**src/sv/pwg_pkg.sv**
```systemverilog
// ----------------------------------------------------------------------------
// PID windup guard package
// Shared types and constants for the serial multiplier, the serial divider
// and the PID sequencer.
// ----------------------------------------------------------------------------
`default_nettype none

package pwg_pkg;

    // Serial multiplier: 16-bit signed multiplier, one bit per cycle.
    localparam int MUL_STEPS = 16;
    localparam int MUL_CNT_W = $clog2(MUL_STEPS);
    localparam int MCAND_W   = 32;
    // The multiplicand shifts left through all multiplier bits.
    localparam int SHIFT_W   = MCAND_W + MUL_STEPS;
    // Three 48-bit products summed fit comfortably in 50 bits.
    localparam int ACC_W     = SHIFT_W + 2;

    // Serial divider: 16-bit error magnitude scaled by 2^24.
    localparam int DIVISOR_W = 16;
    localparam int QUO_W     = 40;
    localparam int DIV_CNT_W = $clog2(QUO_W);

    // Configuration register indexes.
    localparam logic [2:0] CFG_KP     = 3'd0;
    localparam logic [2:0] CFG_KI     = 3'd1;
    localparam logic [2:0] CFG_KD     = 3'd2;
    localparam logic [2:0] CFG_WINDUP = 3'd3;

    typedef struct packed {
        logic start;
        logic clear_acc;
    } mul_ctrl_t;

    typedef enum logic [2:0] {
        ST_IDLE,
        ST_INC,
        ST_PROP,
        ST_INTG,
        ST_WAIT_DIV,
        ST_DERV,
        ST_DONE
    } pid_state_t;

endpackage

`default_nettype wire

```
**src/sv/pid_controller_windup_guard_top.sv**
```systemverilog
// ----------------------------------------------------------------------------
// PID controller with integral windup guard
// Each input beat carries an error sample, a time step and a clear flag and
// produces one output beat with the saturated PID drive value.
//
// Channels: the input beat (error_sample, time_step, clear_integral) is taken
// on in_valid && in_ready; the result beat (drive_value, step_zero_flag) is
// handed over on out_valid && out_ready. Gains and the windup limit are set
// through cfg_write / cfg_index / cfg_data while the block is idle; the user
// must keep to that, as the block itself does not enforce it. Four products
// pass in turn through one bit-serial multiplier, with the serial divider
// running alongside, and then the result register is loaded.
// One item is in flight at a time; no new beat is taken until the result is loaded.
// The result sits in an output register; the next input beat is accepted
// while it waits. If the receiver stalls so long that a second result is
// ready, the block holds it until the first beat is taken.
// Reset clears the gains, the windup limit, the integral and the previous
// error, and leaves both channels empty.
// ----------------------------------------------------------------------------
`default_nettype none

module pid_controller_windup_guard_top
    import pwg_pkg::*;
(
    input  wire  logic               clk,
    input  wire  logic               rst_n,
    input  wire  logic               in_valid,
    output logic                     in_ready,
    input  wire  logic signed [15:0] error_sample,
    input  wire  logic [15:0]        time_step,
    input  wire  logic               clear_integral,
    output logic                     out_valid,
    input  wire  logic               out_ready,
    output logic signed [31:0]       drive_value,
    output logic                     step_zero_flag,
    input  wire  logic               cfg_write,
    input  wire  logic [2:0]         cfg_index,
    input  wire  logic [30:0]        cfg_data
);

    pid_state_t state_reg;
    pid_state_t state_next;

    logic signed [15:0] kp_reg;
    logic signed [15:0] ki_reg;
    logic signed [15:0] kd_reg;
    logic [30:0]        windup_reg;
    logic signed [31:0] integral_reg;
    logic signed [15:0] prev_error_reg;

    logic signed [15:0] error_reg;
    logic               clear_reg;
    logic               zero_step_reg;
    logic               deriv_neg_reg;
    logic               deriv_ready_reg;
    logic signed [31:0] deriv_reg;

    logic               out_valid_reg;
    logic signed [31:0] drive_reg;
    logic               flag_reg;

    logic               accept;
    logic               load_out;
    logic               update_integral;

    mul_ctrl_t                 mul_ctrl;
    logic signed [15:0]        mul_a;
    logic signed [MCAND_W-1:0] mul_b;
    logic signed [ACC_W-1:0]   mul_acc;
    logic                      mul_done;

    logic [QUO_W-1:0]   div_quo;
    logic               div_done;
    logic signed [16:0] delta;
    logic [15:0]        delta_mag;

    logic signed [24:0] increment;
    logic signed [31:0] integral_base;
    logic signed [33:0] integral_sum;
    logic signed [33:0] limit_pos;
    logic signed [33:0] limit_neg;
    logic signed [31:0] integral_next;

    logic signed [31:0] deriv_next;
    logic signed [41:0] drive_scaled;
    logic signed [31:0] drive_next;

    assign accept = in_valid && in_ready;

    // Derivative numerator magnitude, formed from the incoming sample.
    always_comb
    begin
        delta     = 17'(error_sample) - 17'(prev_error_reg);
        delta_mag = delta[16] ? 16'(-delta) : delta[15:0];
    end

    pwg_serial_mul u_mul (
        .clk          (clk),
        .rst_n        (rst_n),
        .ctrl         (mul_ctrl),
        .multiplier   (mul_a),
        .multiplicand (mul_b),
        .acc          (mul_acc),
        .done         (mul_done)
    );

    pwg_serial_div u_div (
        .clk      (clk),
        .rst_n    (rst_n),
        .start    (accept && (time_step != '0)),
        .dividend ({delta_mag, 24'd0}),
        .divisor  (time_step),
        .quotient (div_quo),
        .done     (div_done)
    );

    // Integral update from the floored error*dt product.
    always_comb
    begin
        increment     = mul_acc[32:8];
        integral_base = clear_reg ? '0 : integral_reg;
        integral_sum  = 34'(integral_base) + 34'(increment);
        limit_pos     = $signed({3'b000, windup_reg});
        limit_neg     = -limit_pos;
        if (integral_sum > limit_pos)
        begin
            integral_next = limit_pos[31:0];
        end
        else if (integral_sum < limit_neg)
        begin
            integral_next = limit_neg[31:0];
        end
        else
        begin
            integral_next = integral_sum[31:0];
        end
    end

    // Signed, saturated derivative from the unsigned quotient.
    always_comb
    begin
        if (!deriv_neg_reg)
        begin
            deriv_next = (|div_quo[QUO_W-1:31]) ? 32'sh7FFF_FFFF
                                                : $signed({1'b0, div_quo[30:0]});
        end
        else if ((|div_quo[QUO_W-1:32]) || (div_quo[31] && (|div_quo[30:0])))
        begin
            deriv_next = 32'sh8000_0000;
        end
        else
        begin
            deriv_next = -$signed(div_quo[31:0]);
        end
    end

    // Final floor by 2^8 and saturation to 32 bits.
    always_comb
    begin
        drive_scaled = mul_acc[ACC_W-1:8];
        if (!drive_scaled[41] && (|drive_scaled[40:31]))
        begin
            drive_next = 32'sh7FFF_FFFF;
        end
        else if (drive_scaled[41] && !(&drive_scaled[40:31]))
        begin
            drive_next = 32'sh8000_0000;
        end
        else
        begin
            drive_next = drive_scaled[31:0];
        end
    end

    always_comb
    begin
        state_next      = state_reg;
        mul_ctrl        = '{start: 1'b0, clear_acc: 1'b0};
        mul_a           = '0;
        mul_b           = '0;
        load_out        = 1'b0;
        update_integral = 1'b0;
        in_ready        = 1'b0;
        unique case (state_reg)
            ST_IDLE:
            begin
                in_ready = 1'b1;
                if (in_valid)
                begin
                    mul_ctrl   = '{start: 1'b1, clear_acc: 1'b1};
                    mul_a      = error_sample;
                    mul_b      = $signed({16'd0, time_step});
                    state_next = ST_INC;
                end
            end
            ST_INC:
            begin
                if (mul_done)
                begin
                    update_integral = 1'b1;
                    mul_ctrl        = '{start: 1'b1, clear_acc: 1'b1};
                    mul_a           = kp_reg;
                    mul_b           = {{8{error_reg[15]}}, error_reg, 8'd0};
                    state_next      = ST_PROP;
                end
            end
            ST_PROP:
            begin
                if (mul_done)
                begin
                    mul_ctrl   = '{start: 1'b1, clear_acc: 1'b0};
                    mul_a      = ki_reg;
                    mul_b      = integral_reg;
                    state_next = ST_INTG;
                end
            end
            ST_INTG, ST_WAIT_DIV:
            begin
                if ((state_reg == ST_WAIT_DIV) || mul_done)
                begin
                    if (deriv_ready_reg)
                    begin
                        mul_ctrl   = '{start: 1'b1, clear_acc: 1'b0};
                        mul_a      = kd_reg;
                        mul_b      = deriv_reg;
                        state_next = ST_DERV;
                    end
                    else
                    begin
                        state_next = ST_WAIT_DIV;
                    end
                end
            end
            ST_DERV:
            begin
                if (mul_done)
                begin
                    state_next = ST_DONE;
                end
            end
            ST_DONE:
            begin
                if (!out_valid_reg || out_ready)
                begin
                    load_out   = 1'b1;
                    state_next = ST_IDLE;
                end
            end
            default:
            begin
                state_next = ST_IDLE;
            end
        endcase
    end

    always_ff @(posedge clk or negedge rst_n)
    begin
        if (!rst_n)
        begin
            state_reg <= ST_IDLE;
        end
        else
        begin
            state_reg <= state_next;
        end
    end

    always_ff @(posedge clk or negedge rst_n)
    begin
        if (!rst_n)
        begin
            kp_reg     <= '0;
            ki_reg     <= '0;
            kd_reg     <= '0;
            windup_reg <= '0;
        end
        else if (cfg_write)
        begin
            unique case (cfg_index)
                CFG_KP:     kp_reg     <= cfg_data[15:0];
                CFG_KI:     ki_reg     <= cfg_data[15:0];
                CFG_KD:     kd_reg     <= cfg_data[15:0];
                CFG_WINDUP: windup_reg <= cfg_data;
                default:    ;
            endcase
        end
    end

    always_ff @(posedge clk or negedge rst_n)
    begin
        if (!rst_n)
        begin
            integral_reg    <= '0;
            prev_error_reg  <= '0;
            deriv_ready_reg <= 1'b0;
            out_valid_reg   <= 1'b0;
        end
        else
        begin
            if (accept)
            begin
                prev_error_reg  <= error_sample;
                // A zero time step needs no division; the derivative is zero.
                deriv_ready_reg <= (time_step == '0);
            end
            else if (div_done)
            begin
                deriv_ready_reg <= 1'b1;
            end
            if (update_integral)
            begin
                integral_reg <= integral_next;
            end
            if (load_out)
            begin
                out_valid_reg <= 1'b1;
            end
            else if (out_ready)
            begin
                out_valid_reg <= 1'b0;
            end
        end
    end

    always_ff @(posedge clk)
    begin
        if (accept)
        begin
            error_reg     <= error_sample;
            clear_reg     <= clear_integral;
            zero_step_reg <= (time_step == '0);
            deriv_neg_reg <= delta[16];
            deriv_reg     <= '0;
        end
        else if (div_done)
        begin
            deriv_reg <= deriv_next;
        end
        if (load_out)
        begin
            drive_reg <= drive_next;
            flag_reg  <= zero_step_reg;
        end
    end

    assign out_valid      = out_valid_reg;
    assign drive_value    = drive_reg;
    assign step_zero_flag = flag_reg;

endmodule

`default_nettype wire

```
**src/sv/pwg_serial_mul.sv**
```systemverilog
// ----------------------------------------------------------------------------
// Serial shift-add multiplier
// Multiplies a signed 16-bit value by a signed 32-bit value one multiplier
// bit per cycle and adds the product into a signed accumulator.
// ----------------------------------------------------------------------------
`default_nettype none

module pwg_serial_mul
    import pwg_pkg::*;
(
    input  wire  logic                      clk,
    input  wire  logic                      rst_n,
    input  wire  mul_ctrl_t                 ctrl,
    input  wire  logic signed [15:0]        multiplier,
    input  wire  logic signed [MCAND_W-1:0] multiplicand,
    output logic signed [ACC_W-1:0]         acc,
    output logic                            done
);

    localparam logic [MUL_CNT_W-1:0] MUL_LAST = MUL_CNT_W'(MUL_STEPS - 1);

    logic                      busy_reg;
    logic                      done_reg;
    logic [MUL_CNT_W-1:0]      cnt_reg;
    logic [15:0]               mplier_reg;
    logic signed [SHIFT_W-1:0] mcand_reg;
    logic signed [ACC_W-1:0]   acc_reg;
    logic signed [ACC_W-1:0]   term;
    logic signed [ACC_W-1:0]   acc_next;

    always_comb
    begin
        term = mplier_reg[0] ?
               {{(ACC_W - SHIFT_W){mcand_reg[SHIFT_W-1]}}, mcand_reg} : '0;
        // The top multiplier bit carries negative weight.
        if (cnt_reg == MUL_LAST)
        begin
            acc_next = acc_reg - term;
        end
        else
        begin
            acc_next = acc_reg + term;
        end
    end

    always_ff @(posedge clk or negedge rst_n)
    begin
        if (!rst_n)
        begin
            busy_reg <= 1'b0;
            done_reg <= 1'b0;
            cnt_reg  <= '0;
        end
        else
        begin
            done_reg <= 1'b0;
            if (ctrl.start)
            begin
                busy_reg <= 1'b1;
                cnt_reg  <= '0;
            end
            else if (busy_reg)
            begin
                cnt_reg <= cnt_reg + 1'b1;
                if (cnt_reg == MUL_LAST)
                begin
                    busy_reg <= 1'b0;
                    done_reg <= 1'b1;
                end
            end
        end
    end

    always_ff @(posedge clk)
    begin
        if (ctrl.start)
        begin
            mplier_reg <= multiplier;
            mcand_reg  <= {{MUL_STEPS{multiplicand[MCAND_W-1]}}, multiplicand};
            if (ctrl.clear_acc)
            begin
                acc_reg <= '0;
            end
        end
        else if (busy_reg)
        begin
            mplier_reg <= {1'b0, mplier_reg[15:1]};
            mcand_reg  <= mcand_reg <<< 1;
            acc_reg    <= acc_next;
        end
    end

    assign acc  = acc_reg;
    assign done = done_reg;

endmodule

`default_nettype wire

```
**src/sv/pwg_serial_div.sv**
```systemverilog
// ----------------------------------------------------------------------------
// Serial restoring divider
// Divides an unsigned dividend by a nonzero 16-bit divisor, producing one
// quotient bit per cycle.
// ----------------------------------------------------------------------------
`default_nettype none

module pwg_serial_div
    import pwg_pkg::*;
(
    input  wire  logic                 clk,
    input  wire  logic                 rst_n,
    input  wire  logic                 start,
    input  wire  logic [QUO_W-1:0]     dividend,
    input  wire  logic [DIVISOR_W-1:0] divisor,
    output logic [QUO_W-1:0]           quotient,
    output logic                       done
);

    localparam logic [DIV_CNT_W-1:0] DIV_LAST = DIV_CNT_W'(QUO_W - 1);

    logic                 busy_reg;
    logic                 done_reg;
    logic [DIV_CNT_W-1:0] cnt_reg;
    logic [DIVISOR_W-1:0] divisor_reg;
    logic [DIVISOR_W-1:0] rem_reg;
    logic [QUO_W-1:0]     quo_reg;
    logic [DIVISOR_W:0]   shifted;
    logic [DIVISOR_W:0]   diff;
    logic                 fits;

    always_comb
    begin
        shifted = {rem_reg, quo_reg[QUO_W-1]};
        diff    = shifted - {1'b0, divisor_reg};
        fits    = (shifted >= {1'b0, divisor_reg});
    end

    always_ff @(posedge clk or negedge rst_n)
    begin
        if (!rst_n)
        begin
            busy_reg <= 1'b0;
            done_reg <= 1'b0;
            cnt_reg  <= '0;
        end
        else
        begin
            done_reg <= 1'b0;
            if (start)
            begin
                busy_reg <= 1'b1;
                cnt_reg  <= '0;
            end
            else if (busy_reg)
            begin
                cnt_reg <= cnt_reg + 1'b1;
                if (cnt_reg == DIV_LAST)
                begin
                    busy_reg <= 1'b0;
                    done_reg <= 1'b1;
                end
            end
        end
    end

    // The dividend shifts out of the top of the quotient register while the
    // quotient bits shift in at the bottom.
    always_ff @(posedge clk)
    begin
        if (start)
        begin
            divisor_reg <= divisor;
            rem_reg     <= '0;
            quo_reg     <= dividend;
        end
        else if (busy_reg)
        begin
            rem_reg <= fits ? diff[DIVISOR_W-1:0] : shifted[DIVISOR_W-1:0];
            quo_reg <= {quo_reg[QUO_W-2:0], fits};
        end
    end

    assign quotient = quo_reg;
    assign done     = done_reg;

endmodule

`default_nettype wire

```
**config.mk**
```make
export PLATFORM = sky130hd
export DESIGN_NAME = pid_controller_windup_guard_top
export DESIGN_NICKNAME = d
export VERILOG_FILES = /design/src/sv/pwg_pkg.sv /design/src/sv/pid_controller_windup_guard_top.sv /design/src/sv/pwg_serial_mul.sv /design/src/sv/pwg_serial_div.sv
export SDC_FILE = /design/constraint.sdc
export NUM_CORES = 1
export LEC_CHECK = 0
export ABC_CLOCK_PERIOD_IN_PS = 5700
export BUFFER_PORTS_ARGS = -buffer_cell sky130_fd_sc_hd__buf_2
export CORE_MARGIN = 2
export CORE_UTILIZATION = 56
export DETAILED_ROUTE_END_ITERATION = 7
export PLACE_DENSITY_LB_ADDON = 0.12
export SETUP_SLACK_MARGIN = 0.3
export SYNTH_ARGS = -nofsm -noshare
export SYNTH_HDL_FRONTEND = slang
export SYNTH_SLANG_ARGS = --single-unit
```
**constraint.sdc**
```tcl
create_clock -name clk -period 5.7 [get_ports clk]
set_input_delay 0.57 -clock clk [delete_from_list [all_inputs] [get_ports clk]]
set_output_delay 0.57 -clock clk [all_outputs]
set_load 0.02 [all_outputs]
```
==> results of run 1 <==
-- layout by cell type, fill, tap and decap left out, types with 17 or more instances in the layout --
cell type and instances:
nand3b_1 19, a221oi_1 26, o21a_1 59, or3_1 27
nor2_1 283, buf_4 76, a41oi_1 18, inv_1 118
o21bai_1 17, and2_1 19, a21o_1 98, nand2b_1 22
nand2_1 259, a31oi_1 29, xor2_1 55, nor4_1 19
nand3_1 73, dfrtp_1 145, nor3_1 66, o31ai_1 22
mux2i_1 52, and3_1 21, o211ai_1 29, nor2b_1 50
edfxtp_1 198, o21ai_0 187, xnor2_1 99, buf_2 105
mux2_2 80, dfxtp_1 72, ha_1 177, a222oi_1 17
a21oi_1 191, clkbuf_16 55, nand4_1 49
-- power by group --
| group | internal, µW | leakage [µW] | switching (µW) |
|---|---|---|---|
| clock | 1870 | 0.000797 | 1290 |
| sequential | 4890 | 0.00433 | 1260 |
| combinational | 5710 | 0.00800 | 8020 |
-- cell type report --
| type | count | share of cell area [%] |
|---|---|---|
| well taps | 664 | 2.66 |
| flip-flops and latches | 416 | 35.4 |
| inverters | 121 | 1.46 |
| diodes | 1 | 0.00803 |
| clock inverters | 20 | 0.578 |
| clock buffers | 67 | 4.65 |
| multi-input cells | 2312 | 51.2 |
| repair buffers | 190 | 3.99 |
-- repair_timing --
| action | 4_1_cts | 5_1_grt |
|---|---|---|
| endpoints found under the setup margin | 34 | 51 |
| cloned | 0 | 3 |
| gates resized for setup | 12 | 49 |
| pin swaps | 7 | 8 |
| setup buffers | 5 | 9 |
-- worst paths after layout --
kind / to / slack, ns
min reg2reg: step_zero_flag$_DFFE_PP_ / 0.44
min in group clk: windup_reg[16]$_DFFE_PN0P_ / 0.21
max: integral_reg[18]$_DFFE_PN0P_ / 0.32
max reg2reg: integral_reg[18]$_DFFE_PN0P_ / 0.32
min: prev_error_reg[15]$_DFFE_PN0P_ / -0.01
max in group asynchronous: integral_reg[17]$_DFFE_PN0P_ / 4.25
-- cells by family (layout without fill, tap and decap cells) --
| group | count (synthesis) | count (layout) |
|---|---|---|
| flops | 416 | 416 |
| other cells | 0 | 1 |
| xor+xnor | 159 | 159 |
| buf+inv | 272 | 398 |
| compound gates | 869 | 869 |
| simple gates | 965 | 965 |
| fa+ha+maj | 186 | 186 |
| mux | 133 | 133 |
-- through the flow --
step | util [%] | area (µm²)
after floorplan | - | 27700
after global placement | 59.5 | 29100
after detailed placement | 59.5 | 29100
after CTS | 63.0 | 30800
after global routing | 63.7 | 31200
final | 63.7 | 31200
-- per-layer routing --
layer  global-route usage [%]  part of all wire [%]  vias to the layer above
met1                     43.6                    44                    11500
met4                     11.3                   3.3                        2
met5                        0                 0.016                        -
li1                         -                     -                    11300
met3                     3.72                   5.9                      143
met2                     51.2                    47                      796
-- critical path: stages (launching register included) --
cell and delay (ns):
dfrtp_1 0.37, nor2b_1 0.13, ha_2 0.20, fa_2 0.36, a211o_2 0.35, a211oi_2 0.25, o311a_1 0.28, nor4_4 0.07
o211ai_1 0.26, a211oi_2 0.12, nor3_2 0.31, xnor2_2 0.16, ha_1 0.26, a21o_1 0.18, a21o_1 0.18, a211oi_2 0.23
o21ai_2 0.10, and2_1 0.17, a222oi_1 0.38, a31oi_4 0.19, buf_4 0.22, a211o_1 0.28, a31o_1 0.21
==> qor.yml, run 1 <==
status:
  status: "finished with violations"
  violations: "hold timing"
sta:
  fin_worst_skew_ns: 0.0287
  fin_hold_ws_ns: -0.0145
  setup_violations: 0
  min_period_ns: 5.38
  clock.fmax_ghz: 0.186
  slew_headroom_pct: 34.2
  finalHoldViolations: 5
  setup_tns_ns: 0
  finalWorstSetupSlack_ns: 0.318
  finalMaxSlewViolations: 0
  worst_slew_pin_slew_ns: 0.984
  rsz0062_at_grt: "yes"
  finalCritPeriodShare_pct: 94.4
floorplan:
  pin_count: 107
  initial_core_util_pct: 56.7
  num_rows: 81
  die_x_um: 227
  design.die.area_um2: 51300
  die-height_um: 227
  core_area_um2: 49000
synthesis:
  synthesis.nets: 3258
  syn_area_um2: 27700
  synth-seq-cells: 416
  yosysWarnings: 0
  yosys-top-cells-area: "edfxtp_1 (21%), dfrtp_1 (13%), ha_1 (8.2%)"
  synthAdderAreaFrac_pct: 8.50
  syn-mean-instance-area_um2: 9.24
  ys_seq_area_share_pct: 39.8
  synth_cells: 3000
  synth_top_family_by_area: "compound AO/OA/AOI/OAI gates"
  synth_compound_area_share_pct: 21.0
  synth-edff-count: 198
  synth.area.mux_share_pct: 5.16
  yosysUniqueCellTypes: 89
  synth_top_cell_by_area: "edfxtp_1"
  ys_top_cells_by_count: "nor2_1 (285), nand2_1 (260), a21oi_1 (198), edfxtp_1 (198), o21ai_0 (193)"
  synthFlopType: "edfxtp_1"
  yosys.area_share.simple_pct: 16.7
  synth_top_area_share_pct: 21.4
  synth_xor_area_share_pct: 5.02
  async_flop_share_pct: 35.1
  yosysMostFrequentCell: "nor2_1"
hold_path:
  hp-class: "primary input to async pin"
routing:
  post_drt_wl_per_cell_um: 21.5
  drc: 0
  vias_per_cell: 6.27
  drtAntennaViolNets: 0
  drtPass1Iterations: 7
  routed_wl_um: 81600
  vias: 23800
  drtIter0Drc: 2248
power:
  p_leak_uw: 0.0131
  total_power_uw: 23000
  vdd_drop_max_mv: 0.335
  power.density_nw_per_um2: 739
finish:
  register_area_um2: 11000
  synthToLayoutAreaGrowth_pct: 12.4
  largest_register_ffs: 50
  multi_input_area_um2: 16000
  fill_cells: 4137
  num-nets-final: 3346
  final_cells: 3791
  drive_gt1_share_pct: 14.6
clock_tree:
  tritoncts: "built"
  clkSinkCount: 416
  holdBufCountCts: 0
  cts_root_buf: "clkbuf_16"
  clk_path_buf_depth: 3
  clk_pin_slew_ns: 0.06
  h-tree-depth: 2
  cts_buffers: 47
  clk_latency_ns: 0.60
flow_run:
  cap_violations: 0
placed_design:
  gp_congestion: 0.952
  place_ws_ns: -0.150
  numPortBuffers: 106
  dp_hpwl_um: 59900
  place_inst: 3686
critical_path:
  cp.required_ns: 6.17
  critPathLaunchType: "flip-flop"
  startpoint: "integral_reg[0]$_DFFE_PN0P_"
  path_max_fanout: 12
  reg2reg_from: "integral_reg[0]$_DFFE_PN0P_"
  ff2ff_path_depth: 22
  cp-end-kind: "flip-flop"
  path_class: "flip-flop to flip-flop"
  crit_arrival_ns: 5.86
global_route:
  grt-ovfl-total: 0
  grt_max_degree: 80
  grt_usage_pct: 31.5
  antenna_found_initial: 2
  grt_first_pass_wirelength_um: 126000
  first_global_vias: 22600
(Power assumes the default switching activity.)
==> inputs of run 2 (changes only) <==
--- a/config.mk
+++ b/config.mk
@@ -7,11 +7,12 @@
 export LEC_CHECK = 0
 export ABC_CLOCK_PERIOD_IN_PS = 5700
 export BUFFER_PORTS_ARGS = -buffer_cell sky130_fd_sc_hd__buf_2
+export CORE_ASPECT_RATIO = 2
 export CORE_MARGIN = 2
 export CORE_UTILIZATION = 56
 export DETAILED_ROUTE_END_ITERATION = 7
-export PLACE_DENSITY_LB_ADDON = 0.12
-export SETUP_SLACK_MARGIN = 0.3
+export PLACE_DENSITY = 0.76
+export SETUP_SLACK_MARGIN = 0.02
 export SYNTH_ARGS = -nofsm -noshare
 export SYNTH_HDL_FRONTEND = slang
 export SYNTH_SLANG_ARGS = --single-unit
==> run 2 against run 1 <==
The run now ends clean. Utilization is 0.98 points lower. Wire length rose by 3.7%. Global-route usage grew 0.98 points. Sequential share of layout area is 0.47 points higher. Worst setup slack worse by 0.039 ns. Hold slack better by 0.066 ns. Cell count down 0.50%. Die area up 0.21%. Critical path depth down 4. Non-clock buffer count grew 17. Clock power decreased by 15%.
==> qor.yml, run 2 (synthesis results as in run 1) <==
critical_path:
  cp-end-kind: "flip-flop"
  rr_endpoint: "u_mul.acc[49]$_SDFFCE_PP0P_"
  endpoint: "u_mul.acc[49]$_SDFFCE_PP0P_"
  reg2reg_from: "u_mul.mcand_reg[18]$_DFFE_PP_"
  path_max_fanout: 9
  path_class: "flip-flop to flip-flop"
  ff2ff_path_depth: 18
  crit_path_max_incr_delay_ns: 0.61
  crit_top_cell: "a21oi_1"
  cp.required_ns: 6.01
  r2r_setup_slack_ns: 0.28
  startpoint: "u_mul.mcand_reg[18]$_DFFE_PP_"
  crit_arrival_ns: 5.73
  cp_cell_sequence: "nor3_1 -> nand2_1 -> or4b_2 -> a21oi_1 -> nor2_1 -> or2_2 -> o211ai_1 -> ha_1 -> a21oi_1 -> o21ai_0 -> a21oi_1 -> o311ai_0 -> a2111oi_1 -> nor3b_1 -> o21ai_1 -> a311o_1 -> a31oi_1 -> mux2i_1"
  crit_slowest_cell: "or4b_2"
  critPathLaunchType: "flip-flop"
finish:
  num-nets-final: 3355
  drive_gt1_share_pct: 13.7
  largest_register_ffs: 50
  layout_commonest_cell: "nor2_1"
  synthToLayoutAreaGrowth_pct: 10.9
  final_cell_mix: "nor2_1 (283), nand2_1 (259), a21oi_1 (198), edfxtp_1 (198), o21ai_0 (191)"
  final_util_pct: 62.7
floorplan:
  core_area_um2: 49100
  die_x_um: 161
  die-height_um: 319
  pin_count: 107
  initial_core_util_pct: 56.5
  design.die.area_um2: 51400
  num_rows: 115
placed_design:
  numPortBuffers: 106
  dp_hpwl_um: 64300
  gp_congestion: 0.985
sta:
  slew_headroom_pct: 16.4
  setup_tns_ns: 0
  worst_slew_pin_slew_ns: 1.25
  fin_worst_skew_ns: 0.0194
  finalHoldViolations: 0
  finalMaxSlewViolations: 0
  clock.fmax_ghz: 0.184
  rsz0062_at_grt: "no"
  setup_violations: 0
  min_period_ns: 5.42
  finalCritPeriodShare_pct: 95.1
power:
  power.density_nw_per_um2: 735
  p_leak_uw: 0.0130
  vdd_drop_max_mv: 0.427
routing:
  vias_per_cell: 6.35
  drc: 0
  drtPass1Iterations: 6
  drtAntennaViolNets: 0
  drtIter0Drc: 1959
  routed_wl_um: 84600
  vias: 24000
  post_drt_wl_per_cell_um: 22.4
status:
  status: "finished clean"
global_route:
  grt_usage_pct: 32.5
  antenna_found_initial: 1
  first_global_vias: 24200
  grt_first_pass_wirelength_um: 131000
  grt-ovfl-total: 0
  grt_max_degree: 103
clock_tree:
  clk_pin_slew_ns: 0.07
  tritoncts: "built"
  cts_buffers: 39
  h-tree-depth: 2
  cts_root_buf: "clkbuf_16"
  holdBufCountCts: 0
  clkSinkCount: 416
  clk_latency_ns: 0.57
  clk_path_buf_depth: 3
flow_run:
  cap_violations: 0
hold_path:
  hp-class: "primary input to async pin"
run 2: changes by cell type in the layout (fill, tap and decap cells not counted), sizes merged:
cell	previous run	this run
buf	187	205
bufinv	2	3
clkbuf	70	56
clkinv	15	11
clkinvlp	2	3
run 2: stage by stage:
stage	hold WS (ns)	cell area (µm²)	total power [µW]	std cells	worst slack [ns]
after floorplan	0.274	27700	15500	3000	0.129
after global placement	0.419	29300	19000	3693	0.102
after detailed placement	0.444	29300	19400	3693	0.0516
after CTS	0.111	30600	22100	3765	0.0388
after global routing	0.152	30800	24200	3772	0.0149
final	0.0516	30800	22600	3772	0.278
run 2: worst min path at each step:
| stage | from | to |
|---|---|---|
| 6_report | rst_n | deriv_ready_reg$_DFFE_PN0P_ |
| 5_1_grt | rst_n | deriv_ready_reg$_DFFE_PN0P_ |
| 4_1_cts | rst_n | state_reg[1]$_DFFE_PN0P_ |
| 3_5_place_dp | zero_step_reg$_DFFE_PP_ | step_zero_flag$_DFFE_PP_ |
| 3_3_place_gp | zero_step_reg$_DFFE_PP_ | step_zero_flag$_DFFE_PP_ |
| 2_1_floorplan | rst_n | deriv_ready_reg$_DFFE_PN0P_ |
run 2: timing repair:
action	in CTS	in global routing
hold endpoints to repair	0	0
setup endpoints to repair	10	39
setup buffers	0	4
pin swaps	0	12
cloned	0	2
resized for setup	1	22
run 2: cell type report:
type / count / area (µm²)
fill: 4109 / 18300
antenna: 1 / 2.50
multi-input combinational: 2312 / 15800
clock buffer: 54 / 1070
inverter: 121 / 454
timing repair buffer: 207 / 1370
sequential: 416 / 11000
clock inverter: 18 / 189
tap: 643 / 805
run 2: per-layer routing:
metal / wire (µm) / track usage, % / vias to the layer above
met5: 0 / 0 / -
met4: 7330 / 23.6 / 0
met3: 3830 / 3.89 / 303
met2: 44300 / 60.3 / 812
met1: 29200 / 33.0 / 11600
li1: - / - / 11300
run 2: power by group:
| part | internal (µW) | switching, µW |
|---|---|---|
| clock network | 1470 | 1210 |
| registers | 4890 | 1210 |
| logic | 5680 | 8150 |
| total | 12000 | 10600 |
run 2: worst max-delay path: cells and delay by family (launching register included):
| family | cells | cell delay [ns] |
|---|---|---|
| multiplexers | 1 | 0.14 |
| AND/OR/NAND/NOR | 6 | 1.70 |
| adder cells (fa/ha/maj) | 1 | 0.29 |
| flip-flops | 1 | 0.47 |
| AO/OA/AOI/OAI | 10 | 2.54 |
